===== src/rtl/shsm_pkg.sv =====
`default_nettype none

package shsm_pkg;

    localparam int HEADER_WORDS = 5;
    localparam int CMD_REGS     = 5;
    localparam int WINDOW_BYTES = HEADER_WORDS * 4;
    localparam int FILL_W       = 5;
    localparam int ADDR_W       = 5;
    localparam int CRC_BITS     = 128;

    localparam logic [7:0]  TYPE_VALUE = 8'h01;
    localparam logic [31:0] CRC_POLY   = 32'hEDB88320;
    localparam logic [31:0] CRC_INIT   = 32'hFFFFFFFF;
    localparam logic [31:0] CRC_XOROUT = 32'hFFFFFFFF;

    localparam logic [31:0] MARKER_HIGH_RESET = 32'h52503230;
    localparam logic [31:0] MARKER_LOW_RESET  = 32'h34302121;
    localparam logic [31:0] CMD0_RESET        = 32'h44440100;
    localparam logic [31:0] CMD1_RESET        = 32'h51540100;
    localparam logic [31:0] CMD2_RESET        = 32'h43500100;
    localparam logic [31:0] CMD3_RESET        = 32'h43530100;
    localparam logic [31:0] CMD4_RESET        = 32'h43520100;

    // register indexes (byte address / 4)
    localparam logic [2:0] REG_MARKER_HIGH = 3'd0;
    localparam logic [2:0] REG_MARKER_LOW  = 3'd1;
    localparam logic [2:0] REG_CMD0        = 3'd2;
    localparam logic [2:0] REG_CMD1        = 3'd3;
    localparam logic [2:0] REG_CMD2        = 3'd4;
    localparam logic [2:0] REG_CMD3        = 3'd5;
    localparam logic [2:0] REG_CMD4        = 3'd6;

    localparam logic [2:0] LAST_BEAT = 3'(HEADER_WORDS - 1);

    typedef struct packed {
        logic [31:0]               marker_high;
        logic [31:0]               marker_low;
        logic [CMD_REGS-1:0][31:0] cmd;
    } cfg_t;

    typedef struct packed {
        logic [HEADER_WORDS-1:0][31:0] words;
        logic [2:0]                    command_index;
        logic [15:0]                   sequence_number;
        logic [7:0]                    payload_length;
    } hdr_entry_t;

    typedef logic [CRC_BITS-1:0][31:0] crc_cols_t;

    // Reflected CRC-32 over 16 bytes, byte 0 in the top bits of msg.
    function automatic logic [31:0] crc_calc(input logic [CRC_BITS-1:0] msg,
                                             input logic [31:0] init);
        logic [31:0] c;
        logic [7:0]  b;
        c = init;
        for (int k = 0; k < CRC_BITS / 8; k++) begin
            b = msg[CRC_BITS - 1 - 8 * k -: 8];
            c = c ^ {24'd0, b};
            for (int n = 0; n < 8; n++) begin
                c = c[0] ? ((c >> 1) ^ CRC_POLY) : (c >> 1);
            end
        end
        return c;
    endfunction

    // Contribution of each message bit; the CRC is linear over GF(2).
    function automatic crc_cols_t crc_cols_build();
        crc_cols_t r;
        for (int j = 0; j < CRC_BITS; j++) begin
            r[j] = crc_calc(CRC_BITS'(1) << j, 32'd0);
        end
        return r;
    endfunction

    localparam crc_cols_t   CRC_COLS   = crc_cols_build();
    localparam logic [31:0] CRC_AFFINE = crc_calc('0, CRC_INIT) ^ CRC_XOROUT;

endpackage

`default_nettype wire


===== src/rtl/shsm_byte_if.sv =====
`default_nettype none

interface shsm_byte_if;
    logic       valid;
    logic       ready;
    logic [7:0] rx_byte;

    modport source (output valid, output rx_byte, input ready);
    modport sink (input valid, input rx_byte, output ready);
endinterface

`default_nettype wire


===== src/rtl/shsm_hdr_if.sv =====
`default_nettype none

interface shsm_hdr_if;
    logic        valid;
    logic        ready;
    logic [31:0] header_word;
    logic [2:0]  command_index;
    logic [15:0] sequence_number;
    logic [7:0]  payload_length;
    logic        last_word;

    modport source (output valid, output header_word, output command_index,
                    output sequence_number, output payload_length,
                    output last_word, input ready);
    modport sink (input valid, input header_word, input command_index,
                  input sequence_number, input payload_length,
                  input last_word, output ready);
endinterface

`default_nettype wire


===== src/rtl/shsm_front.sv =====
`default_nettype none

module shsm_front #(
    parameter int MATCH_ENTRIES = 5
) (
    input  wire logic               clk,
    input  wire logic               rst_n,
    input  wire shsm_pkg::cfg_t     cfg,
    shsm_byte_if.sink               rx,
    input  wire logic               q_full,
    output logic                    push,
    output shsm_pkg::hdr_entry_t    push_entry
);
    import shsm_pkg::*;

    logic [HEADER_WORDS-1:0][31:0] win_reg;
    logic [HEADER_WORDS-1:0][31:0] win_next;
    logic [HEADER_WORDS-1:0][31:0] shifted;
    logic [FILL_W-1:0]             fill_reg;
    logic [FILL_W-1:0]             fill_next;
    logic [FILL_W-1:0]             fill_inc;
    logic                          accept;
    logic                          full;
    logic                          frame_ok;
    logic                          cmd_hit;
    logic [2:0]                    cmd_idx;
    logic [CRC_BITS-1:0]           crc_msg;
    logic [31:0]                   crc;
    logic [31:0]                   crc_swapped;
    logic                          hit;

    assign rx.ready = !q_full;
    assign accept   = rx.valid && rx.ready;

    // shift one byte in at word 0, carry top bytes upward
    always_comb
    begin
        shifted[0] = {win_reg[0][23:0], rx.rx_byte};
        for (int i = 1; i < HEADER_WORDS; i++) begin
            shifted[i] = {win_reg[i][23:0], win_reg[i-1][31:24]};
        end
    end

    assign fill_inc = (fill_reg < FILL_W'(WINDOW_BYTES)) ? fill_reg + 1'b1 : fill_reg;
    assign full     = (fill_inc == FILL_W'(WINDOW_BYTES));

    assign frame_ok = (shifted[0] == cfg.marker_high) && (shifted[1] == cfg.marker_low)
                      && (shifted[3][15:8] == TYPE_VALUE);

    // lowest matching entry wins
    always_comb
    begin
        cmd_hit = 1'b0;
        cmd_idx = '0;
        for (int i = MATCH_ENTRIES - 1; i >= 0; i--) begin
            if (shifted[2] == cfg.cmd[i]) begin
                cmd_hit = 1'b1;
                cmd_idx = 3'(i);
            end
        end
    end

    assign crc_msg = {shifted[3], shifted[2], shifted[1], shifted[0]};

    always_comb
    begin
        crc = CRC_AFFINE;
        for (int j = 0; j < CRC_BITS; j++) begin
            if (crc_msg[j]) begin
                crc = crc ^ CRC_COLS[j];
            end
        end
    end

    assign crc_swapped = {crc[7:0], crc[15:8], crc[23:16], crc[31:24]};
    assign hit         = full && frame_ok && cmd_hit && (crc_swapped == shifted[4]);

    assign push                       = accept && hit;
    assign push_entry.words           = shifted;
    assign push_entry.command_index   = cmd_idx;
    assign push_entry.sequence_number = {shifted[3][23:16], shifted[3][31:24]};
    assign push_entry.payload_length  = shifted[3][7:0];

    // clear the window after a matched header
    always_comb
    begin
        win_next  = win_reg;
        fill_next = fill_reg;
        if (accept) begin
            if (hit) begin
                win_next  = '0;
                fill_next = '0;
            end else begin
                win_next  = shifted;
                fill_next = fill_inc;
            end
        end
    end

    always_ff @(posedge clk or negedge rst_n)
    begin
        if (!rst_n) begin
            win_reg  <= '0;
            fill_reg <= '0;
        end else begin
            win_reg  <= win_next;
            fill_reg <= fill_next;
        end
    end

endmodule

`default_nettype wire


===== src/rtl/shsm_queue.sv =====
`default_nettype none

module shsm_queue (
    input  wire logic                 clk,
    input  wire logic                 rst_n,
    input  wire logic                 push,
    input  wire shsm_pkg::hdr_entry_t push_entry,
    output logic                      full,
    input  wire logic                 pop,
    output logic                      pop_valid,
    output shsm_pkg::hdr_entry_t      pop_entry
);
    import shsm_pkg::*;

    hdr_entry_t mem [2];
    logic       wr_ptr_reg;
    logic       wr_ptr_next;
    logic       rd_ptr_reg;
    logic       rd_ptr_next;
    logic [1:0] count_reg;
    logic [1:0] count_next;
    logic       do_push;
    logic       do_pop;

    assign full      = (count_reg == 2'd2);
    assign pop_valid = (count_reg != 2'd0);
    assign pop_entry = mem[rd_ptr_reg];
    assign do_push   = push && !full;
    assign do_pop    = pop && pop_valid;

    always_comb
    begin
        wr_ptr_next = do_push ? !wr_ptr_reg : wr_ptr_reg;
        rd_ptr_next = do_pop ? !rd_ptr_reg : rd_ptr_reg;
        count_next  = count_reg + {1'b0, do_push} - {1'b0, do_pop};
    end

    always_ff @(posedge clk)
    begin
        if (do_push) begin
            mem[wr_ptr_reg] <= push_entry;
        end
    end

    always_ff @(posedge clk or negedge rst_n)
    begin
        if (!rst_n) begin
            wr_ptr_reg <= 1'b0;
            rd_ptr_reg <= 1'b0;
            count_reg  <= '0;
        end else begin
            wr_ptr_reg <= wr_ptr_next;
            rd_ptr_reg <= rd_ptr_next;
            count_reg  <= count_next;
        end
    end

endmodule

`default_nettype wire


===== src/rtl/shsm_back.sv =====
`default_nettype none

module shsm_back (
    input  wire logic                 clk,
    input  wire logic                 rst_n,
    input  wire logic                 q_valid,
    input  wire shsm_pkg::hdr_entry_t q_entry,
    output logic                      pop,
    shsm_hdr_if.source                hdr
);
    import shsm_pkg::*;

    hdr_entry_t entry_reg;
    hdr_entry_t entry_next;
    logic       busy_reg;
    logic       busy_next;
    logic [2:0] beat_reg;
    logic [2:0] beat_next;
    logic       fire;
    logic       last;

    assign fire = hdr.valid && hdr.ready;
    assign last = (beat_reg == LAST_BEAT);
    assign pop  = q_valid && (!busy_reg || (fire && last));

    always_comb
    begin
        entry_next = entry_reg;
        busy_next  = busy_reg;
        beat_next  = beat_reg;
        if (pop) begin
            entry_next = q_entry;
            busy_next  = 1'b1;
            beat_next  = '0;
        end else if (fire) begin
            if (last) begin
                busy_next = 1'b0;
            end else begin
                beat_next = beat_reg + 1'b1;
            end
        end
    end

    // oldest word first
    assign hdr.valid           = busy_reg;
    assign hdr.header_word     = entry_reg.words[LAST_BEAT - beat_reg];
    assign hdr.command_index   = entry_reg.command_index;
    assign hdr.sequence_number = entry_reg.sequence_number;
    assign hdr.payload_length  = entry_reg.payload_length;
    assign hdr.last_word       = last;

    always_ff @(posedge clk)
    begin
        entry_reg <= entry_next;
    end

    always_ff @(posedge clk or negedge rst_n)
    begin
        if (!rst_n) begin
            busy_reg <= 1'b0;
            beat_reg <= '0;
        end else begin
            busy_reg <= busy_next;
            beat_reg <= beat_next;
        end
    end

endmodule

`default_nettype wire


===== src/rtl/serial_header_sync_matcher_unit.sv =====
// Serial header sync matcher with CRC-32 check.
// rx: one received byte per beat (valid/ready). Every byte shifts into a
// 20-byte window; once 20 bytes are in, the window is compared against the
// two marker words, the command table and the type byte, and a CRC-32 over
// the 16 newest bytes is checked against the oldest word, all in the cycle
// the byte is taken. One byte is taken per cycle while rx.ready is high.
// hdr: a matched header comes out as five beats, oldest window word first,
// each carrying command index, sequence number and length; last_word marks
// the fifth beat. The window and byte count clear after a match.
// The matched header goes into the queue and then the output stage, which
// sends its beats one per cycle while hdr.ready is high.
// A two-entry queue sits between the matcher and the output stage, so rx
// keeps flowing while hdr is stalled; rx.ready drops only when the queue
// holds two unsent headers.
// Reset (rst_n low, asynchronous) empties the window, queue and output and
// loads the register defaults. APB: registers at byte address 4*i, marker
// high, marker low, then command words 0 to 4; write them only while idle.
`default_nettype none

module serial_header_sync_matcher_unit #(
    parameter int COMMAND_ENTRIES = 5
) (
    input  wire logic                          clk,
    input  wire logic                          rst_n,
    input  wire logic                          psel,
    input  wire logic                          penable,
    input  wire logic                          pwrite,
    input  wire logic [shsm_pkg::ADDR_W-1:0]   paddr,
    input  wire logic [31:0]                   pwdata,
    output logic      [31:0]                   prdata,
    output logic                               pready,
    shsm_byte_if.sink                          rx,
    shsm_hdr_if.source                         hdr
);
    import shsm_pkg::*;

    localparam int MATCH_ENTRIES = (COMMAND_ENTRIES < CMD_REGS) ? COMMAND_ENTRIES : CMD_REGS;

    cfg_t       cfg_reg;
    cfg_t       cfg_next;
    logic [2:0] reg_idx;
    logic       wr_en;
    logic       q_full;
    logic       push;
    hdr_entry_t push_entry;
    logic       pop;
    logic       q_valid;
    hdr_entry_t q_entry;

    assign pready  = 1'b1;
    assign reg_idx = paddr[ADDR_W-1:2];
    assign wr_en   = psel && penable && pwrite && pready;

    always_comb
    begin
        cfg_next = cfg_reg;
        if (wr_en) begin
            case (reg_idx)
                REG_MARKER_HIGH: cfg_next.marker_high = pwdata;
                REG_MARKER_LOW:  cfg_next.marker_low  = pwdata;
                REG_CMD0:        cfg_next.cmd[0]      = pwdata;
                REG_CMD1:        cfg_next.cmd[1]      = pwdata;
                REG_CMD2:        cfg_next.cmd[2]      = pwdata;
                REG_CMD3:        cfg_next.cmd[3]      = pwdata;
                REG_CMD4:        cfg_next.cmd[4]      = pwdata;
                default:         cfg_next = cfg_reg;
            endcase
        end
    end

    always_comb
    begin
        case (reg_idx)
            REG_MARKER_HIGH: prdata = cfg_reg.marker_high;
            REG_MARKER_LOW:  prdata = cfg_reg.marker_low;
            REG_CMD0:        prdata = cfg_reg.cmd[0];
            REG_CMD1:        prdata = cfg_reg.cmd[1];
            REG_CMD2:        prdata = cfg_reg.cmd[2];
            REG_CMD3:        prdata = cfg_reg.cmd[3];
            REG_CMD4:        prdata = cfg_reg.cmd[4];
            default:         prdata = '0;
        endcase
    end

    always_ff @(posedge clk or negedge rst_n)
    begin
        if (!rst_n) begin
            cfg_reg.marker_high <= MARKER_HIGH_RESET;
            cfg_reg.marker_low  <= MARKER_LOW_RESET;
            cfg_reg.cmd[0]      <= CMD0_RESET;
            cfg_reg.cmd[1]      <= CMD1_RESET;
            cfg_reg.cmd[2]      <= CMD2_RESET;
            cfg_reg.cmd[3]      <= CMD3_RESET;
            cfg_reg.cmd[4]      <= CMD4_RESET;
        end else begin
            cfg_reg <= cfg_next;
        end
    end

    shsm_front #(
        .MATCH_ENTRIES (MATCH_ENTRIES)
    ) u_front (
        .clk        (clk),
        .rst_n      (rst_n),
        .cfg        (cfg_reg),
        .rx         (rx),
        .q_full     (q_full),
        .push       (push),
        .push_entry (push_entry)
    );

    shsm_queue u_queue (
        .clk        (clk),
        .rst_n      (rst_n),
        .push       (push),
        .push_entry (push_entry),
        .full       (q_full),
        .pop        (pop),
        .pop_valid  (q_valid),
        .pop_entry  (q_entry)
    );

    shsm_back u_back (
        .clk     (clk),
        .rst_n   (rst_n),
        .q_valid (q_valid),
        .q_entry (q_entry),
        .pop     (pop),
        .hdr     (hdr)
    );

endmodule

`default_nettype wire


===== src/flat_wrapper.sv =====
// flat-port wrapper written by rule: the top's interface ports become plain ports
module serial_header_sync_matcher_unit_flat import shsm_pkg::*;
#(
    parameter int COMMAND_ENTRIES = 5
)
  (clk, rst_n, psel, penable, pwrite, paddr, pwdata, prdata, pready, rx_valid, rx_rx_byte, rx_ready, hdr_valid, hdr_header_word, hdr_command_index, hdr_sequence_number, hdr_payload_length, hdr_last_word, hdr_ready);
  shsm_byte_if rx_i ();
  shsm_hdr_if hdr_i ();
  input  wire logic clk;
  input  wire logic rst_n;
  input  wire logic psel;
  input  wire logic penable;
  input  wire logic pwrite;
  input  wire logic [shsm_pkg::ADDR_W-1:0] paddr;
  input  wire logic [31:0] pwdata;
  output logic      [31:0] prdata;
  output logic pready;
  input wire logic [$bits(rx_i.valid)-1:0] rx_valid;
  input wire logic [$bits(rx_i.rx_byte)-1:0] rx_rx_byte;
  output wire logic [$bits(rx_i.ready)-1:0] rx_ready;
  output wire logic [$bits(hdr_i.valid)-1:0] hdr_valid;
  output wire logic [$bits(hdr_i.header_word)-1:0] hdr_header_word;
  output wire logic [$bits(hdr_i.command_index)-1:0] hdr_command_index;
  output wire logic [$bits(hdr_i.sequence_number)-1:0] hdr_sequence_number;
  output wire logic [$bits(hdr_i.payload_length)-1:0] hdr_payload_length;
  output wire logic [$bits(hdr_i.last_word)-1:0] hdr_last_word;
  input wire logic [$bits(hdr_i.ready)-1:0] hdr_ready;
  assign rx_i.valid = rx_valid;
  assign rx_i.rx_byte = rx_rx_byte;
  assign rx_ready = rx_i.ready;
  assign hdr_valid = hdr_i.valid;
  assign hdr_header_word = hdr_i.header_word;
  assign hdr_command_index = hdr_i.command_index;
  assign hdr_sequence_number = hdr_i.sequence_number;
  assign hdr_payload_length = hdr_i.payload_length;
  assign hdr_last_word = hdr_i.last_word;
  assign hdr_i.ready = hdr_ready;
  serial_header_sync_matcher_unit #(.COMMAND_ENTRIES(COMMAND_ENTRIES)) u_core (.clk(clk), .rst_n(rst_n), .psel(psel), .penable(penable), .pwrite(pwrite), .paddr(paddr), .pwdata(pwdata), .prdata(prdata), .pready(pready), .rx(rx_i), .hdr(hdr_i));
endmodule

===== config.mk =====
export PLATFORM = sky130hd
export DESIGN_NAME = serial_header_sync_matcher_unit_flat
export DESIGN_NICKNAME = d
export VERILOG_FILES = /design/src/rtl/shsm_pkg.sv /design/src/rtl/shsm_byte_if.sv /design/src/rtl/shsm_hdr_if.sv /design/src/rtl/shsm_front.sv /design/src/rtl/shsm_queue.sv /design/src/rtl/shsm_back.sv /design/src/rtl/serial_header_sync_matcher_unit.sv /design/src/flat_wrapper.sv
export SDC_FILE = /design/constraint.sdc
export NUM_CORES = 2
export LEC_CHECK = 0
export BUFFER_PORTS_ARGS = -buffer_cell sky130_fd_sc_hd__buf_2
export CAP_MARGIN = 20
export CORE_AREA = 4 4 302 304
export CTS_CLUSTER_SIZE = 12
export DETAILED_ROUTE_END_ITERATION = 8
export DIE_AREA = 0 0 306 308
export GPL_ROUTABILITY_DRIVEN = 0
export PLACE_DENSITY = 0.7
export SLEW_MARGIN = 10
export SYNTH_ARGS = -nofsm -noshare
export SYNTH_HDL_FRONTEND = slang
export SYNTH_SLANG_ARGS = --single-unit

===== constraint.sdc =====
create_clock -name clk -period 33.3 [get_ports clk]
set_input_delay 6.66 -clock clk [delete_from_list [all_inputs] [get_ports clk]]
set_output_delay 6.66 -clock clk [all_outputs]
set_load 0.01 [all_outputs]

==> results by group <==
Clock network
  – Largest buffer count on any clock path: 3
  – Count of cells resized by post-cts repair: 0
  – Number of H-tree levels: 3
  – Clock buffers created by TritonCTS: 92
  – Post-CTS setup buffer count: 0
  – Hold bufs inserted after CTS: 0
  – CTS Sinks: 878
  – Skew-Pair Late Insertion Delay: 700 ps
  – Clock tree from TritonCTS: done
  – Clock-pin slew reported for the worst setup and hold paths after clock tree synthesis: 60 ps
  – CTS root buffer: sky130_fd_sc_hd__clkbuf_16

Detailed routing
  – Number of DRC violations after detailed-routing iteration 0: 3821
  – First drt pass iteration count: 6
  – Drt drc: 0
  – Drt total wl: 162000 um
  – ANT nets after route: 0
  – DR vias: 30200
  – Number of vias per cell: 6.49
  – Routed wire length per instance: 34.8 um

STA
  – Final Worst Setup Slack: 17020 ps
  – Final number of hold-violating endpoints: 0
  – Fmax: 61.4 MHz
  – Maximum clock skew at final layout: 43.2 ps
  – Total Negative Setup Slacks: 0 ps
  – Unrepaired setup endpoints after global routing: false
  – Final-layout worst hold slack: 490 ps
  – Slew margin rel.: 17.1%
  – Final count of negative-setup-slack endpoints: 0
  – Final min period: 16280 ps
  – Count of final max-slew check failures: 0
  – Ratio of final minimum period to clock period: 48.9%
  – Transition time at the pin with the least slew margin: 1240 ps

Worst setup path
  – Startpoint of the lowest-slack register-to-register path: u_core.u_front.push_entry[46]
  – Worst setup path startpoint: paddr[2]
  – Class of the most critical setup path: in -> out
  – Count of cells along the worst register-to-register path: 12
  – Reg2Reg Setup Slack: 26190 ps
  – Largest fanout of any net on the critical path: 53
  – Kind of end point of the critical path: primary output
  – Worst Path Required: 26640 ps
  – Kind of cell adding the most delay to the critical path: buffers and inverters
  – Kind of start point of the critical path: primary input
  – Crit path largest cell delay: 770 ps
  – CP cell instances: buf_2 -> buf_4 -> nor2b_1 -> buf_4 -> and2_1 -> a22oi_1 -> nand3_1 -> buf_2
  – Crit Reg-Reg Endpoint: u_core.u_queue.mem[1][78]
  – Critical-path top delay cell: sky130_fd_sc_hd__and2_1
  – CP Data Arrival Time: 9620 ps
  – Critical path buffers and inverters: 4

Finish
  – Total area of multi-input combinational cells: 0.0217 mm^2
  – Fraction of layout instances using a drive strength above 1: 25.0%
  – Flip-flop count of the largest register after layout: 326
  – Relative area change from synthesis to final layout: 9.75%
  – FILL cells: 6713
  – Post-layout utilization of the core: 59.1%
  – Seq. cell area: 0.0245 mm^2
  – Nets@finish: 3460

Logic synthesis
  – Dominant register cell in the synthesized netlist: sky130_fd_sc_hd__edfxtp_1
  – Gate count of the mapped netlist: 3347
  – FFs w/ async S/R, synth: 44.3%
  – Largest area contributor in the synthesized netlist: sky130_fd_sc_hd__edfxtp_1
  – Count of unique library cells instantiated by Yosys: 61
  – Post-synthesis net count: 3405
  – Avg Inst Size Synth: 14.2 um^2
  – Area contributors post-synth: sky130_fd_sc_hd__edfxtp_1, sky130_fd_sc_hd__dfrtp_1, sky130_fd_sc_hd__xnor2_1
  – Number of enable flip-flop cells after synthesis: 489
  – Share of the yosys chip area belonging to registers: 51.5%
  – Post-Syn Area: 0.0475 mm^2
  – Share of Yosys cell area claimed by the top area cell type: 30.9%
  – Number of register bits inferred by synthesis: 878
  – Ys Warns: 0

Global routing
  – Total overflow reported by the global router: 0
  – First-pass GRT wire length: 227000 um
  – Number of antenna violations at the first check in global routing: 3
  – Global routing met2 resource utilization: 49.8%
  – Via count of the first global-routing pass: 30100
  – Maximum number of pins on one net before global-route repair: 146
  – Global Route met3 Usage: 11.9%
  – Busiest layer in global routing: met2
  – Aggregate global-route resource usage: 33.9%
  – GR Util met1: 43.9%

Hold path
  – Class of the most critical hold timing path: reg -> reg
  – HP Start: u_core.u_front.push_entry[14]
  – Sink of the worst hold path: u_core.u_queue.mem[1][153]
  – Number of stages on the worst hold path: 0

Die
  – Horizontal die dimension: 306 um
  – Area of the core: 0.0882 mm^2
  – Initial core utilization: 53.9%
  – Ports placed on the boundary: 147
  – Die Ht: 308 um
  – Die footprint: 0.0942 mm^2
  – Std-Cell Rows: 109

Placement
  – Count of port buffers added during placement: 143
  – Placed wire-length estimate: 110000 um
  – Dpl ws: 17070 ps

Status
  – Status: finished, final reports clean

Flow run
  – Max-cap viol count: 0
==> logic make-up (layout without fill, tap and decap cells) <==
logic type,Yosys count,count (layout),synth area share (%)
muxes,507,507,11.9
other,1,3,0.00789
DFF,878,878,51.5
xor gates and xnor gates,1041,1041,25.3
adders and majority gates,6,6,0.158
buffers and inverters,297,429,3.09
and+or+nand+nor,290,290,2.97
AOI/OAI and AO/OA,327,327,5.13
==> worst reg2reg max path: stages, from the launching register on <==
cell and delay [ps]:
sky130_fd_sc_hd__dfrtp_1 800, sky130_fd_sc_hd__xnor3_1 560, sky130_fd_sc_hd__xnor2_1 860, sky130_fd_sc_hd__xnor3_1 560, sky130_fd_sc_hd__xnor3_1 210, sky130_fd_sc_hd__xnor3_1 370, sky130_fd_sc_hd__and4_1 330, sky130_fd_sc_hd__and3_1 200
sky130_fd_sc_hd__nand4_1 120, sky130_fd_sc_hd__nor3_1 260, sky130_fd_sc_hd__and3_4 750, sky130_fd_sc_hd__buf_4 880, sky130_fd_sc_hd__buf_4 830
==> worst max-delay path by stage <==
| stage | end | slack (ps) | cells after the start |
|---|---|---|---|
| after floorplan | u_core.u_queue.mem[0][100] | 16220 | 12 |
| after global placement | prdata[26] | 17110 | 8 |
| after detailed placement | prdata[26] | 17070 | 8 |
| after CTS | prdata[26] | 17100 | 8 |
| after global routing | prdata[26] | 17010 | 8 |
| final | prdata[26] | 17020 | 8 |
==> area by class of cell <==
cell class	instances	share of cell area, %
sequential	878	46.9
antenna	2	0.00959
clock buffer	148	4.96
inverter	9	0.0648
tap	1165	2.79
timing repair buffer	249	3.02
multi-input combinational	2172	41.5
clock inverter	23	0.700
==> per-layer routing <==
metal / wire length (um) / vias to the layer above
met4: 11400 / 4
li1: - / 12100
met2: 69800 / 2084
met5: 31 / -
met3: 20500 / 580
met1: 59900 / 15400
==> cell usage after synthesis, types with 27 or more instances <==
library cell,n
sky130_fd_sc_hd__xnor2_1,671
sky130_fd_sc_hd__edfxtp_1,489
sky130_fd_sc_hd__mux2_2,401
sky130_fd_sc_hd__dfrtp_1,337
sky130_fd_sc_hd__xnor3_1,174
sky130_fd_sc_hd__xor2_1,154
sky130_fd_sc_hd__a22o_1,150
sky130_fd_sc_hd__clkbuf_1,119
sky130_fd_sc_hd__buf_2,101
sky130_fd_sc_hd__mux2i_1,101
sky130_fd_sc_hd__nor2_1,88
sky130_fd_sc_hd__nand2_1,68
sky130_fd_sc_hd__a21oi_1,61
sky130_fd_sc_hd__nand4_1,54
sky130_fd_sc_hd__dfstp_2,52
sky130_fd_sc_hd__buf_4,42
sky130_fd_sc_hd__o22ai_1,31
sky130_fd_sc_hd__a22oi_1,27
sky130_fd_sc_hd__o21ai_0,27
==> per-stage QoR <==
step                std cells  area (um^2)
floorplan                3347        47500
global placement         4470        49100
detailed placement       4471        49200
CTS                      4642        52100
global route             4644        52200
finish                   4646        52200
==> layout by cell type, fill, tap and decap left out, types with 6 or more instances in the layout <==
master / synthesis / routed
sky130_fd_sc_hd__mux2_2: 401 / 401
sky130_fd_sc_hd__nor4_1: 24 / 23
sky130_fd_sc_hd__clkinv_2: 0 / 7
sky130_fd_sc_hd__o21ai_0: 27 / 27
sky130_fd_sc_hd__nand2_1: 68 / 67
sky130_fd_sc_hd__dfstp_2: 52 / 52
sky130_fd_sc_hd__bufinv_16: 0 / 8
sky130_fd_sc_hd__xor2_2: 7 / 7
sky130_fd_sc_hd__nor3_1: 8 / 8
sky130_fd_sc_hd__xnor3_1: 174 / 174
sky130_fd_sc_hd__xnor2_1: 671 / 670
sky130_fd_sc_hd__xor3_1: 16 / 16
sky130_fd_sc_hd__nor2_1: 88 / 82
sky130_fd_sc_hd__buf_4: 42 / 102
sky130_fd_sc_hd__inv_1: 9 / 9
sky130_fd_sc_hd__edfxtp_1: 489 / 489
sky130_fd_sc_hd__nand4_1: 54 / 54
sky130_fd_sc_hd__clkbuf_1: 119 / 51
sky130_fd_sc_hd__nand3_1: 16 / 16
sky130_fd_sc_hd__clkbuf_16: 0 / 94
sky130_fd_sc_hd__a22o_1: 150 / 150
sky130_fd_sc_hd__dfrtp_1: 337 / 335
sky130_fd_sc_hd__and2_1: 6 / 6
sky130_fd_sc_hd__mux2i_1: 101 / 101
sky130_fd_sc_hd__buf_2: 101 / 142
sky130_fd_sc_hd__a22oi_1: 27 / 27
sky130_fd_sc_hd__a21oi_1: 61 / 60
sky130_fd_sc_hd__a221o_1: 13 / 13
sky130_fd_sc_hd__nor2b_1: 7 / 7
sky130_fd_sc_hd__xnor2_2: 13 / 14
sky130_fd_sc_hd__xor2_1: 154 / 154
sky130_fd_sc_hd__o22ai_1: 31 / 31
Power is left out: the tool's default activity adds up to more than one toggle a clock period on the data nets, which glitch-free logic cannot reach.
